<file path="src/sv/interval_priority_task_scheduler_assert.svh">
// Assertion macros shared by the scheduler RTL.
`ifndef INTERVAL_PRIORITY_TASK_SCHEDULER_ASSERT_SVH
`define INTERVAL_PRIORITY_TASK_SCHEDULER_ASSERT_SVH

// Checked at every rising edge while reset is released.
`define IPTS_ASSERT(lbl, prop, msg) \
  lbl: assert property (@(posedge clk_i) disable iff (!rst_ni) prop) else $error(msg);

// Checked at every rising edge, reset included.
`define IPTS_ASSERT_ALWAYS(lbl, prop, msg) \
  lbl: assert property (@(posedge clk_i) prop) else $error(msg);

`endif

</file>
<file path="src/sv/ipts_pkg.sv">
// Types, constants and codes of the interval priority task scheduler.
`timescale 1ns / 1ps
`default_nettype none

package ipts_pkg;

  localparam int SLOTS     = 16;
  localparam int TIME_BITS = 32;
  localparam int IDX_W     = $clog2(SLOTS);
  localparam int CNT_W     = $clog2(SLOTS + 1);

  localparam logic [7:0] FLAG_NIBBLE  = 8'hf0;
  localparam logic [7:0] PRIO_NIBBLE  = 8'h0f;
  localparam logic [7:0] FLAG_STOPPED = 8'h80;
  localparam logic [7:0] FLAG_WAITING = 8'h40;
  localparam logic [7:0] FLAG_RUNNING = 8'h20;
  localparam logic [TIME_BITS-1:0] INTERVAL_TRIM = TIME_BITS'(4);

  typedef enum logic [2:0] {
    ACT_ADD       = 3'd0,
    ACT_SCHEDULE  = 3'd1,
    ACT_FINISHED  = 3'd2,
    ACT_SET_WAIT  = 3'd3,
    ACT_CLR_WAIT  = 3'd4
  } ipts_action_e;

  typedef enum logic [1:0] {
    ST_OK   = 2'd0,
    ST_NONE = 2'd1,
    ST_FULL = 2'd2
  } ipts_status_e;

  typedef enum logic [2:0] {
    S_IDLE,
    S_SCAN,
    S_LOOKUP,
    S_MODIFY,
    S_WRITE,
    S_DONE
  } ipts_state_e;

  typedef struct packed {
    logic [2:0]  action;
    logic [31:0] now;
    logic [31:0] interval;
    logic [7:0]  status_byte;
    logic [3:0]  max_priority;
    logic [3:0]  task_index;
  } ipts_in_t;

  typedef struct packed {
    logic [1:0] status;
    logic [3:0] slot;
  } ipts_out_t;

  typedef struct packed {
    logic [7:0]           status;
    logic [TIME_BITS-1:0] interval;
    logic [TIME_BITS-1:0] last_start;
  } ipts_entry_t;

  typedef struct packed {
    logic [IDX_W-1:0]     addr;
    logic                 status_en;
    logic                 interval_en;
    logic                 start_en;
    logic [7:0]           status;
    logic [TIME_BITS-1:0] interval;
    logic [TIME_BITS-1:0] last_start;
  } ipts_wr_t;

endpackage

`default_nettype wire

</file>
<file path="src/sv/interval_priority_task_scheduler.sv">
// Top level of the interval priority task scheduler with its sequencer.
`timescale 1ns / 1ps
`default_nettype none

// The block keeps a table of task slots and serves one request transaction
// at a time on the input channel (in_valid_i / in_ready_o / in_data_i).
// Every request yields exactly one result transaction on the output channel
// (out_valid_o / out_ready_i / out_data_o): a status code and a slot number.
//
// Add and schedule walk the slots in use through the single read port of
// the table, one slot per cycle, with one shared subtract-and-compare unit
// judging whether a slot's interval has elapsed. An add that meets a stopped
// slot or a schedule that meets a priority 0 candidate stops the walk early.
// Finished, set waiting and clear waiting on a slot in use do one
// read-modify-write (lookup, modify, done); with an index past the table,
// and for other codes, the sequencer goes straight to its done state.
//
// in_ready_o is high only while the sequencer is idle. A result sits in an
// output register; if the receiver stalls, the sequencer waits with the next
// result until the register is free, and the held result never changes.
// Reset empties the table (task count zero) and drops any pending result;
// slot contents are not cleared since only slots in use are ever read.
module interval_priority_task_scheduler (
  input  wire logic                  clk_i,
  input  wire logic                  rst_ni,
  input  wire logic                  in_valid_i,
  output logic                       in_ready_o,
  input  wire ipts_pkg::ipts_in_t    in_data_i,
  output logic                       out_valid_o,
  input  wire logic                  out_ready_i,
  output ipts_pkg::ipts_out_t        out_data_o
);

`include "interval_priority_task_scheduler_assert.svh"

  ipts_pkg::ipts_state_e state_q, state_d;

  logic [ipts_pkg::CNT_W-1:0] task_count_q, task_count_d;
  logic [ipts_pkg::CNT_W-1:0] rd_ptr_q, rd_ptr_d;
  logic                       pend_q, pend_d;
  logic                       out_valid_q, out_valid_d;

  ipts_pkg::ipts_in_t         req_q, req_d;
  logic [ipts_pkg::IDX_W-1:0] eval_ptr_q, eval_ptr_d;
  logic                       found_q, found_d;
  logic [ipts_pkg::IDX_W-1:0] pick_q, pick_d;
  logic [7:0]                 best_q, best_d;
  ipts_pkg::ipts_out_t        res_q, res_d;
  ipts_pkg::ipts_out_t        out_q, out_d;

  logic                       rd_en;
  logic [ipts_pkg::IDX_W-1:0] rd_addr;
  ipts_pkg::ipts_entry_t      rd_data;
  ipts_pkg::ipts_wr_t         wr;

  logic                           in_fire;
  logic                           is_add;
  logic                           out_free;
  logic [ipts_pkg::TIME_BITS-1:0] now_t;
  logic [ipts_pkg::TIME_BITS-1:0] elapsed;
  logic                           due;
  logic                           hit_add;
  logic                           cand;
  logic                           better;
  logic                           stop;
  logic                           scan_done;

  ipts_table u_table (
    .clk_i     (clk_i),
    .rd_en_i   (rd_en),
    .rd_addr_i (rd_addr),
    .rd_data_o (rd_data),
    .wr_i      (wr)
  );

  assign in_ready_o  = (state_q == ipts_pkg::S_IDLE);
  assign in_fire     = in_valid_i && in_ready_o;
  assign out_valid_o = out_valid_q;
  assign out_data_o  = out_q;
  assign out_free    = !out_valid_q || out_ready_i;

  // Slot checks of the request being served; the slot read last cycle is judged now.
  always_comb begin
    is_add    = (req_q.action == ipts_pkg::ACT_ADD);
    now_t     = ipts_pkg::TIME_BITS'(req_q.now);
    elapsed   = now_t - rd_data.last_start;
    due       = (elapsed >= rd_data.interval);
    hit_add   = pend_q && ((rd_data.status & ipts_pkg::FLAG_STOPPED) != 8'h00);
    cand      = pend_q && ((rd_data.status & ipts_pkg::FLAG_NIBBLE) == 8'h00) &&
                (rd_data.status[3:0] <= req_q.max_priority) && due;
    better    = cand && (rd_data.status < best_q);
    stop      = is_add ? hit_add : (better && (rd_data.status == 8'h00));
    scan_done = stop || (rd_ptr_q >= task_count_q);
  end

  // Next state.
  always_comb begin
    state_d = state_q;
    case (state_q)
      ipts_pkg::S_IDLE: begin
        if (in_valid_i) begin
          case (in_data_i.action)
            ipts_pkg::ACT_ADD,
            ipts_pkg::ACT_SCHEDULE: state_d = ipts_pkg::S_SCAN;
            ipts_pkg::ACT_FINISHED,
            ipts_pkg::ACT_SET_WAIT,
            ipts_pkg::ACT_CLR_WAIT: begin
              if (32'(in_data_i.task_index) < 32'(task_count_q)) begin
                state_d = ipts_pkg::S_LOOKUP;
              end else begin
                state_d = ipts_pkg::S_DONE;
              end
            end
            default: state_d = ipts_pkg::S_DONE;
          endcase
        end
      end
      ipts_pkg::S_SCAN: begin
        if (scan_done) begin
          state_d = ipts_pkg::S_WRITE;
        end
      end
      ipts_pkg::S_LOOKUP: state_d = ipts_pkg::S_MODIFY;
      ipts_pkg::S_MODIFY: state_d = ipts_pkg::S_DONE;
      ipts_pkg::S_WRITE:  state_d = ipts_pkg::S_DONE;
      ipts_pkg::S_DONE: begin
        if (out_free) begin
          state_d = ipts_pkg::S_IDLE;
        end
      end
      default: state_d = ipts_pkg::S_IDLE;
    endcase
  end

  // Datapath control and table access.
  always_comb begin
    task_count_d = task_count_q;
    rd_ptr_d     = rd_ptr_q;
    pend_d       = 1'b0;
    out_valid_d  = out_valid_q && !out_ready_i;
    req_d        = req_q;
    eval_ptr_d   = eval_ptr_q;
    found_d      = found_q;
    pick_d       = pick_q;
    best_d       = best_q;
    res_d        = res_q;
    out_d        = out_q;
    rd_en        = 1'b0;
    rd_addr      = '0;
    wr           = '0;

    case (state_q)
      ipts_pkg::S_IDLE: begin
        if (in_fire) begin
          req_d    = in_data_i;
          rd_ptr_d = '0;
          found_d  = 1'b0;
          best_d   = ipts_pkg::PRIO_NIBBLE;
          res_d    = '{status: ipts_pkg::ST_OK, slot: 4'd0};
        end
      end
      ipts_pkg::S_SCAN: begin
        if (is_add ? hit_add : better) begin
          found_d = 1'b1;
          pick_d  = eval_ptr_q;
          best_d  = rd_data.status;
        end
        if (!scan_done) begin
          rd_en      = 1'b1;
          rd_addr    = rd_ptr_q[ipts_pkg::IDX_W-1:0];
          eval_ptr_d = rd_ptr_q[ipts_pkg::IDX_W-1:0];
          rd_ptr_d   = rd_ptr_q + 1'b1;
          pend_d     = 1'b1;
        end
      end
      ipts_pkg::S_LOOKUP: begin
        rd_en   = 1'b1;
        rd_addr = ipts_pkg::IDX_W'(req_q.task_index);
      end
      ipts_pkg::S_MODIFY: begin
        wr.addr      = ipts_pkg::IDX_W'(req_q.task_index);
        wr.status_en = 1'b1;
        case (req_q.action)
          ipts_pkg::ACT_FINISHED: wr.status = rd_data.status & ~ipts_pkg::FLAG_RUNNING;
          ipts_pkg::ACT_SET_WAIT: wr.status = rd_data.status | ipts_pkg::FLAG_WAITING;
          default:                wr.status = rd_data.status & ~ipts_pkg::FLAG_WAITING;
        endcase
      end
      ipts_pkg::S_WRITE: begin
        wr.interval   = ipts_pkg::TIME_BITS'(req_q.interval) - ipts_pkg::INTERVAL_TRIM;
        wr.last_start = now_t;
        if (is_add) begin
          wr.status = req_q.status_byte;
          if (found_q) begin
            wr.addr        = pick_q;
            wr.status_en   = 1'b1;
            wr.interval_en = 1'b1;
            wr.start_en    = 1'b1;
            res_d          = '{status: ipts_pkg::ST_OK, slot: 4'(pick_q)};
          end else if (task_count_q == ipts_pkg::CNT_W'(ipts_pkg::SLOTS)) begin
            res_d = '{status: ipts_pkg::ST_FULL, slot: 4'd0};
          end else begin
            wr.addr        = task_count_q[ipts_pkg::IDX_W-1:0];
            wr.status_en   = 1'b1;
            wr.interval_en = 1'b1;
            wr.start_en    = 1'b1;
            task_count_d   = task_count_q + 1'b1;
            res_d          = '{status: ipts_pkg::ST_OK, slot: 4'(task_count_q)};
          end
        end else begin
          // The chosen slot had a clear flag nibble, so its new status is the
          // priority with only the running flag set.
          wr.status = best_q | ipts_pkg::FLAG_RUNNING;
          if (found_q) begin
            wr.addr      = pick_q;
            wr.status_en = 1'b1;
            wr.start_en  = 1'b1;
            res_d        = '{status: ipts_pkg::ST_OK, slot: 4'(pick_q)};
          end else begin
            res_d = '{status: ipts_pkg::ST_NONE, slot: 4'd0};
          end
        end
      end
      ipts_pkg::S_DONE: begin
        if (out_free) begin
          out_d       = res_q;
          out_valid_d = 1'b1;
        end
      end
      default: begin
      end
    endcase
  end

  always_ff @(posedge clk_i or negedge rst_ni) begin
    if (!rst_ni) begin
      state_q      <= ipts_pkg::S_IDLE;
      task_count_q <= '0;
      rd_ptr_q     <= '0;
      pend_q       <= 1'b0;
      out_valid_q  <= 1'b0;
    end else begin
      state_q      <= state_d;
      task_count_q <= task_count_d;
      rd_ptr_q     <= rd_ptr_d;
      pend_q       <= pend_d;
      out_valid_q  <= out_valid_d;
    end
  end

  always_ff @(posedge clk_i) begin
    req_q      <= req_d;
    eval_ptr_q <= eval_ptr_d;
    found_q    <= found_d;
    pick_q     <= pick_d;
    best_q     <= best_d;
    res_q      <= res_d;
    out_q      <= out_d;
  end

  // The table never holds more tasks than it has slots.
  `IPTS_ASSERT_ALWAYS(a_count_bound, task_count_q <= ipts_pkg::CNT_W'(ipts_pkg::SLOTS), "task count beyond slot count")

  // The task count only ever grows by one at a time.
  `IPTS_ASSERT(a_count_step, (task_count_q != $past(task_count_q)) |-> (task_count_q == $past(task_count_q) + 1'b1), "task count jumped")

  // A request in service keeps the next one out in the cycle after its acceptance.
  `IPTS_ASSERT(a_busy_after_accept, in_fire |=> !in_ready_o, "accepted a request while busy")

  // A full report only comes from a table with every slot in use.
  `IPTS_ASSERT(a_full_report, (state_q == ipts_pkg::S_DONE && res_q.status == ipts_pkg::ST_FULL) |-> (task_count_q == ipts_pkg::CNT_W'(ipts_pkg::SLOTS)), "table full reported early")

  // The table is written only while a request is in service.
  `IPTS_ASSERT(a_write_busy, (wr.status_en || wr.start_en) |-> (state_q != ipts_pkg::S_IDLE), "table written while idle")

endmodule

`default_nettype wire

</file>
<file path="src/sv/ipts_table.sv">
// Task slot table: status, interval and last start memories with one read port.
`timescale 1ns / 1ps
`default_nettype none

module ipts_table (
  input  wire logic                      clk_i,
  input  wire logic                      rd_en_i,
  input  wire logic [ipts_pkg::IDX_W-1:0] rd_addr_i,
  output ipts_pkg::ipts_entry_t          rd_data_o,
  input  wire ipts_pkg::ipts_wr_t        wr_i
);

  logic [7:0]                     status_mem [ipts_pkg::SLOTS];
  logic [ipts_pkg::TIME_BITS-1:0] interval_mem [ipts_pkg::SLOTS];
  logic [ipts_pkg::TIME_BITS-1:0] start_mem [ipts_pkg::SLOTS];

  ipts_pkg::ipts_entry_t rd_q;

  // Each field has its own write enable so a schedule can leave the interval alone.
  always_ff @(posedge clk_i) begin
    if (wr_i.status_en) begin
      status_mem[wr_i.addr] <= wr_i.status;
    end
    if (wr_i.interval_en) begin
      interval_mem[wr_i.addr] <= wr_i.interval;
    end
    if (wr_i.start_en) begin
      start_mem[wr_i.addr] <= wr_i.last_start;
    end
  end

  always_ff @(posedge clk_i) begin
    if (rd_en_i) begin
      rd_q.status     <= status_mem[rd_addr_i];
      rd_q.interval   <= interval_mem[rd_addr_i];
      rd_q.last_start <= start_mem[rd_addr_i];
    end
  end

  assign rd_data_o = rd_q;

endmodule

`default_nettype wire

</file>
<file path="config.mk">
export PLATFORM = sky130hd
export DESIGN_NAME = interval_priority_task_scheduler
export DESIGN_NICKNAME = d
export VERILOG_FILES = /design/src/sv/ipts_pkg.sv /design/src/sv/interval_priority_task_scheduler.sv /design/src/sv/ipts_table.sv
export VERILOG_INCLUDE_DIRS = /design/src /design/src/sv
export SDC_FILE = /design/constraint.sdc
export NUM_CORES = 2
export LEC_CHECK = 0
export ABC_AREA = 1
export BUFFER_PORTS_ARGS = -buffer_cell sky130_fd_sc_hd__clkbuf_2
export CELL_PAD_IN_SITES_DETAIL_PLACEMENT = 1
export CELL_PAD_IN_SITES_GLOBAL_PLACEMENT = 1
export CORE_MARGIN = 2
export CORE_UTILIZATION = 51
export DETAILED_ROUTE_END_ITERATION = 10
export MAX_ROUTING_LAYER = met4
export PLACE_DENSITY_LB_ADDON = 0.1
export SYNTH_ARGS = -nofsm -noshare
export SYNTH_HDL_FRONTEND = slang
export SYNTH_SLANG_ARGS = --single-unit
export TNS_END_PERCENT = 30
</file>
<file path="constraint.sdc">
create_clock -name clk_i -period 7.2 [get_ports clk_i]
set_clock_uncertainty 0.05 [all_clocks]
set_input_delay 1.44 -clock clk_i [delete_from_list [all_inputs] [get_ports clk_i]]
set_output_delay 1.44 -clock clk_i [all_outputs]
set_load 0.005 [all_outputs]
</file>
======== Word-level counts from Yosys, hierarchy flattened ========
Memory sizes are Yosys's and may differ from the RTL's. A register that Yosys moved wholly into a read port is not among the register bits.
Cells that the tools add are included.
W data, S select, Z words.
storage, ports and cells
  bits in registers ....................... 127
  memory bits (writable) .................. 1152
  bits of input ports ..................... 87
  output and inout port bits .............. 8
  memories ................................ 3
memories
  name                  depth  width  read ports  clocked after Yosys merged registers in  write ports  RTL line          source
  u_table.interval_mem  16     32     1           1                                        1            ipts_table.sv:14  logic [ipts_pkg::TIME_BITS-1:0] interval_mem [ipts_pkg::SLOTS];
  u_table.start_mem     16     32     1           1                                        1            ipts_table.sv:15  logic [ipts_pkg::TIME_BITS-1:0] start_mem [ipts_pkg::SLOTS];
  u_table.status_mem    16     8      1           1                                        1            ipts_table.sv:13  logic [7:0] status_mem [ipts_pkg::SLOTS];
operators by class
  add/subtract/negate cells ............... 4
  magnitude comparators ................... 5
  eq/ne operators ......................... 18
  mux-type cells .......................... 48
  bitwise operators ....................... 3
  reductions and logical operators ........ 31
operator list
  kind                     count
  $mux W64                 1
  $ge A32 B32 Y1           1
  $pmux W8 S2              2
  $sub A32 B3 Y32 const B  1
  $sub A32 B32 Y32         1
  $mux W5                  5
  $mux W6                  4
  $pmux W5 S2              2
  $eq A3 B2 Y1 const B     6
  $logic_not A8 Y1         2
  $mux W1                  16
  $mux W8                  2
  $pmux W3 S5              1
  $mux W7                  2
  $pmux W7 S2              1
  $mux W3                  4
  $pmux W6 S2              1
  $add A5 B1 Y5 const B    2
  $ne A2 B2 Y1 const B     5
  $reduce_and A2 Y1        5
  $eq A3 B3 Y1 const B     3
  $logic_not A3 Y1         3
  $mux W9                  1
  $reduce_and A3 Y1        3
  20 further kinds         35

======== Longest topological paths before layout ========
  word-level depth ........................ 10
  mapped depth ............................ 36
  mapped depth without buffers ............ 33

======== Cells and area by module ========
From an unflattened synthesis, not the netlist that was laid out.
second synthesis, totals
  cells, all modules ...................... 5834
  area total of the unflattened synthesis .. 60665.7 sq um
modules (own cells, without submodules)
  module                            times used  cells each  area an instance (sq um)
  ipts_table                        1           4788        51884.8
  interval_priority_task_scheduler  1           1046        8780.9

======== Worst setup path before layout ========
Ideal clock, no wire load.
  kind .................................... input to register
  from .................................... in in_valid_i
  to ...................................... reg res_q[0] (netlist bit), enable pin
  library setup time ...................... 325 ps
  arrival ................................. 5334 ps
  setup slack ............................. 1491 ps
  cell stages on the path ................. 4
  path through ............................ inv_1 nor2_1 nor2_1 inv_1
on the way
  longest elaborated chain between the ends .. 3
RTL lines
  item                                RTL line                                 source
  start, declared                     interval_priority_task_scheduler.sv:26   input wire logic in_valid_i,
  $logic_and A1 B1 Y1                 interval_priority_task_scheduler.sv:77   assign in_fire = in_valid_i && in_ready_o;
  $ne A2 B1 Y1 (no source line)       n/a
  $reduce_and A2 Y1 (no source line)  n/a
  end signal, assigned                interval_priority_task_scheduler.sv:257  res_q <= res_d;
  end, declared                       interval_priority_task_scheduler.sv:48   ipts_pkg::ipts_out_t res_q, res_d;
No other way between the ends.
A chain may end at the register's enable or synchronous reset.

======== Worst setup path in the final report ========
  from .................................... reg req_q, in the netlist now_t[0]
  to ...................................... reg u_table.rd_data_o[24] (netlist name)
on the way
  longest elaborated chain between the ends .. 9
  elaborated cells between the ends (all ways) .. 11
RTL lines
  item                                               RTL line                                 source
  start, declared                                    interval_priority_task_scheduler.sv:43   ipts_pkg::ipts_in_t req_q, req_d;
  start signal, assigned                             interval_priority_task_scheduler.sv:252  req_q <= req_d;
  $sub A32 B32 Y32 (*)                               interval_priority_task_scheduler.sv:86   elapsed = now_t - rd_data.last_start;
  $ge A32 B32 Y1 (*)                                 interval_priority_task_scheduler.sv:87   due = (elapsed >= rd_data.interval);
  $logic_and A1 B1 Y1 (*)                            interval_priority_task_scheduler.sv:90   (rd_data.status[3:0] <= req_q.max_priority) && due;
  $logic_and A1 B1 Y1 (*)                            interval_priority_task_scheduler.sv:91   better = cand && (rd_data.status < best_q);
  $logic_and A1 B1 Y1 (*)                            interval_priority_task_scheduler.sv:92   stop = is_add ? hit_add : (better && (rd_data.status == 8'h00));
  $mux W1 (*)                                        interval_priority_task_scheduler.sv:92
  $logic_or A1 B1 Y1 (*)                             interval_priority_task_scheduler.sv:93   scan_done = stop || (rd_ptr_q >= task_count_q);
  $mux W4 / $mux W1 (equally long branches)          interval_priority_task_scheduler.sv:168  if (!scan_done) begin
  $pmux W4 S2 / $pmux W1 S2 (equally long branches)  interval_priority_task_scheduler.sv:152  case (state_q)
Mark *: on every way between the ends. The rest lies on a longest branch, timed or not.

==> out/metrics.yaml <==
status: "finished clean"
cts.hold.buffers_added: 0
met3_length_mm: 12.70
num_vias: 43480
gp_congestion: 0.8574
p_sw_mw: 7.688
final_hold_viol_count: 0
seqCellArea_um2: 40490
numCtsBuffers: 147
antenna_found_initial: 7
rows: 126
synth_edf_count: 1336
endpoint_kind: "register"
cts_tree: "done"
die-width_um: 348.4
htreeDepth: 4
r2r_start: "now_t[0]"
final_area_um2: 67560
dieArea_um2: 121400
min_path_cells: 0
seqPwrFrac: 0.437
synthXorXnorAreaFrac: 0.005937
ys_seq_area_frac: 0.6695
synth_cell_types: 52
timing.final.ws_setup_ps: 563.3
grt_setup_unrepaired: "false"
synthAdderAreaFrac: 0.01812
synth.area.top_cells: "edfxtp_1 66%, nand3_1 11%, nand2_1 8.5%, inv_1 5.1%, ha_1 1.8%"
ant_nets: 0
min_to: "pick_q[3]"
cap_violations: 0
clk_latency_ps: 790
powerDensity_nw_per_um2: 346.7
clk_path_buf_depth: 3
synthMuxAreaShare: 0
fin_nets: 5952
port-buffer-count: 94
maxUsedRoutingLayer: "met4"
synth_top_cell_by_area: "edfxtp_1"
ys_ff_latch: 1351
crit_type: "reg2reg"
grt_pass1_wl_mm: 282.1
cts_root_buf: "clkbuf_16"
path_common_cell: "nand2_1"
wl_met2_mm: 90.91
overflow: 0
firstDrtPassIters: 8
netSwitchingFraction: 0.3283
p_leak_nw: 27.92
internal_power_mw: 15.73
clock-sinks: 1351
crit_start: "now_t[0]"
dp_hpwl_mm: 104.9
final.period_utilization: 0.9218
syn_area_per_cell_um2: 10.58
area_growth_pct: 11.70
critPathArrivalTime_ps: 7130
grt_max_degree: 184
dpl_cell_area_um2: 62810
min_from: "eval_ptr_q[3]"
grt_pass1_vias: 45220
cp.required_ps: 7690
dp_slack_ps: 512.5
yosysMostFrequentCell: "nand2_1"
relSlewSlack: 0.05690
fin_crit_ps: 6637
cp_slowest_cell: "buf_4"
r2r-end: "u_table.rd_data_o[24]"
setup_violations: 0
syn_area_um2: 60490
ys.flop_type: "edfxtp_1"
track_usage: 0.3205
yosys.area_share.simple: 0.2125
syn_inst: 5716
dp_cells: 7162
drt_wl_total_mm: 189.1
drv_slew: 0
clk_pin_slew_ps: 60
multiInputGateArea_um2: 15550
worst_pin_slew_ps: 1409
vias_per_cell: 5.848
synth_compound_area_frac: 0.01570
post-route-drc-count: 0
drtIter0Drc: 4333
core-area_um2: 117900
nFillCells: 12460
synth_common_cells: "1,372 x nand2_1, 1,336 x edfxtp_1, 1,333 x nand3_1"
fp.dieH_um: 348.4
worstRegToRegCells: 33
p_comb_frac: 0.244
met1Wirelength_mm: 80.26
yosysWarnings: 0
start_kind: "register"
finalPower_mw: 23.42
synth-async-reset-ratio: 0.01110
syn-num-nets: 5890
routedWlPerCell_um: 25.43
ir_worst_vdd_uv: 303.5
synth_top_family_by_area: "simple AND/OR/NAND/NOR gates"
tns_ps: 0
r2r_slack_ps: 560
hold_class: "reg2reg"
clockPowerShare: 0.319
synth_top_area_share: 0.6633
instances_no_fill: 7434
io_pins: 95
start_util: 0.5129
crit_fanout: 90
fmax_ghz: 0.1507
layout-drive-gt1-share: 0.08277
critPathMaxStageDelay_ps: 440
[what timing repair did]
action | 4_1_cts | 5_1_grt
endpoints found under the setup margin | 0 | 11
resized for setup | 0 | 7
buffers inserted | 0 | 2
[power by group through the flow]
stage	sequential [mW]	clock [mW]	combinational, mW
after floorplan	10.2	0	3.60
after global placement	10.4	0	5.40
after detailed placement	10.4	0	5.61
after CTS	10.2	7.54	5.67
after global routing	10.3	7.82	6.31
final	10.2	7.48	5.71
[sequential cells by signal, summed over array words and instances, names as in the netlist, 8 cells and up]
signal                count
best_q                    8
now_t                    32
req_q                    51
u_table.interval_mem    512
u_table.rd_data_o        72
u_table.start_mem       512
u_table.status_mem      128
[stage by stage]
stage	util	hold slack, ps
floorplan	-	350.3
global placement	0.5326	351.7
detailed placement	0.5326	356.5
CTS	0.5725	375.5
global route	0.5729	378.3
finish	0.5729	374.2
[cell families after synthesis]
logic type               Yosys count
XOR/XNOR                          41
AND/OR/NAND/NOR                 2937
flip-flops                      1351
AO/OA/AOI/OAI                    165
buffers and inverters           1135
adder cells (fa/ha/maj)           87
[how the worst max path moves through the flow]
stage / to / slack [ps] / cells after the start
after floorplan: res_q[0] / 1490 / 4
after global placement: u_table.rd_data_o[20] / 840 / 32
after detailed placement: u_table.rd_data_o[19] / 510 / 32
after CTS: u_table.rd_data_o[17] / 450 / 32
after global routing: u_table.rd_data_o[24] / 100 / 33
final: u_table.rd_data_o[24] / 560 / 33
[worst max-delay path: cells and delay by family (launching register included)]
family | cells | cell delay (ps)
buf+inv | 5 | 1170
flops | 1 | 380
simple gates | 18 | 2160
fa+ha+maj | 3 | 860
compound gates | 7 | 1590
[routing by layer]
metal | vias up | GRT usage
met5 | - | -
met4 | 0 | 0.09711
met3 | 354 | 0.04194
met2 | 1588 | 0.5134
met1 | 22140 | 0.4301
li1 | 19390 | -
[final cells by class]
cell class                      instances  area share
Timing Repair Buffer                  223     0.02622
Multi-Input combinational cell       3230      0.2302
Sequential cell                      1351      0.5994
Clock buffer                          184     0.05898
Inverter                              825     0.04606
Antenna cell                            2  0.00007408
Tap cell                             1536     0.02845
Clock inverter                         83     0.01067
[cells in the final DEF, fill, tap and decap left out, types with 17 or more instances in the layout]
cell	Yosys	routed
buf_4	22	101
buf_12	0	24
xor2_1	31	31
ha_1	86	86
nand3_1	1333	1333
nor2_1	168	147
a21oi_1	82	79
o21ai_0	35	35
clkbuf_16	0	154
clkinv_2	0	18
edfxtp_1	1336	1336
clkbuf_2	0	94
nand2_1	1372	1369
nor2_4	0	21
clkinv_1	3	39
clkbuf_1	110	27
inv_1	815	815
nor3_1	29	17
Note: power is estimated with default switching activity, not from simulation.
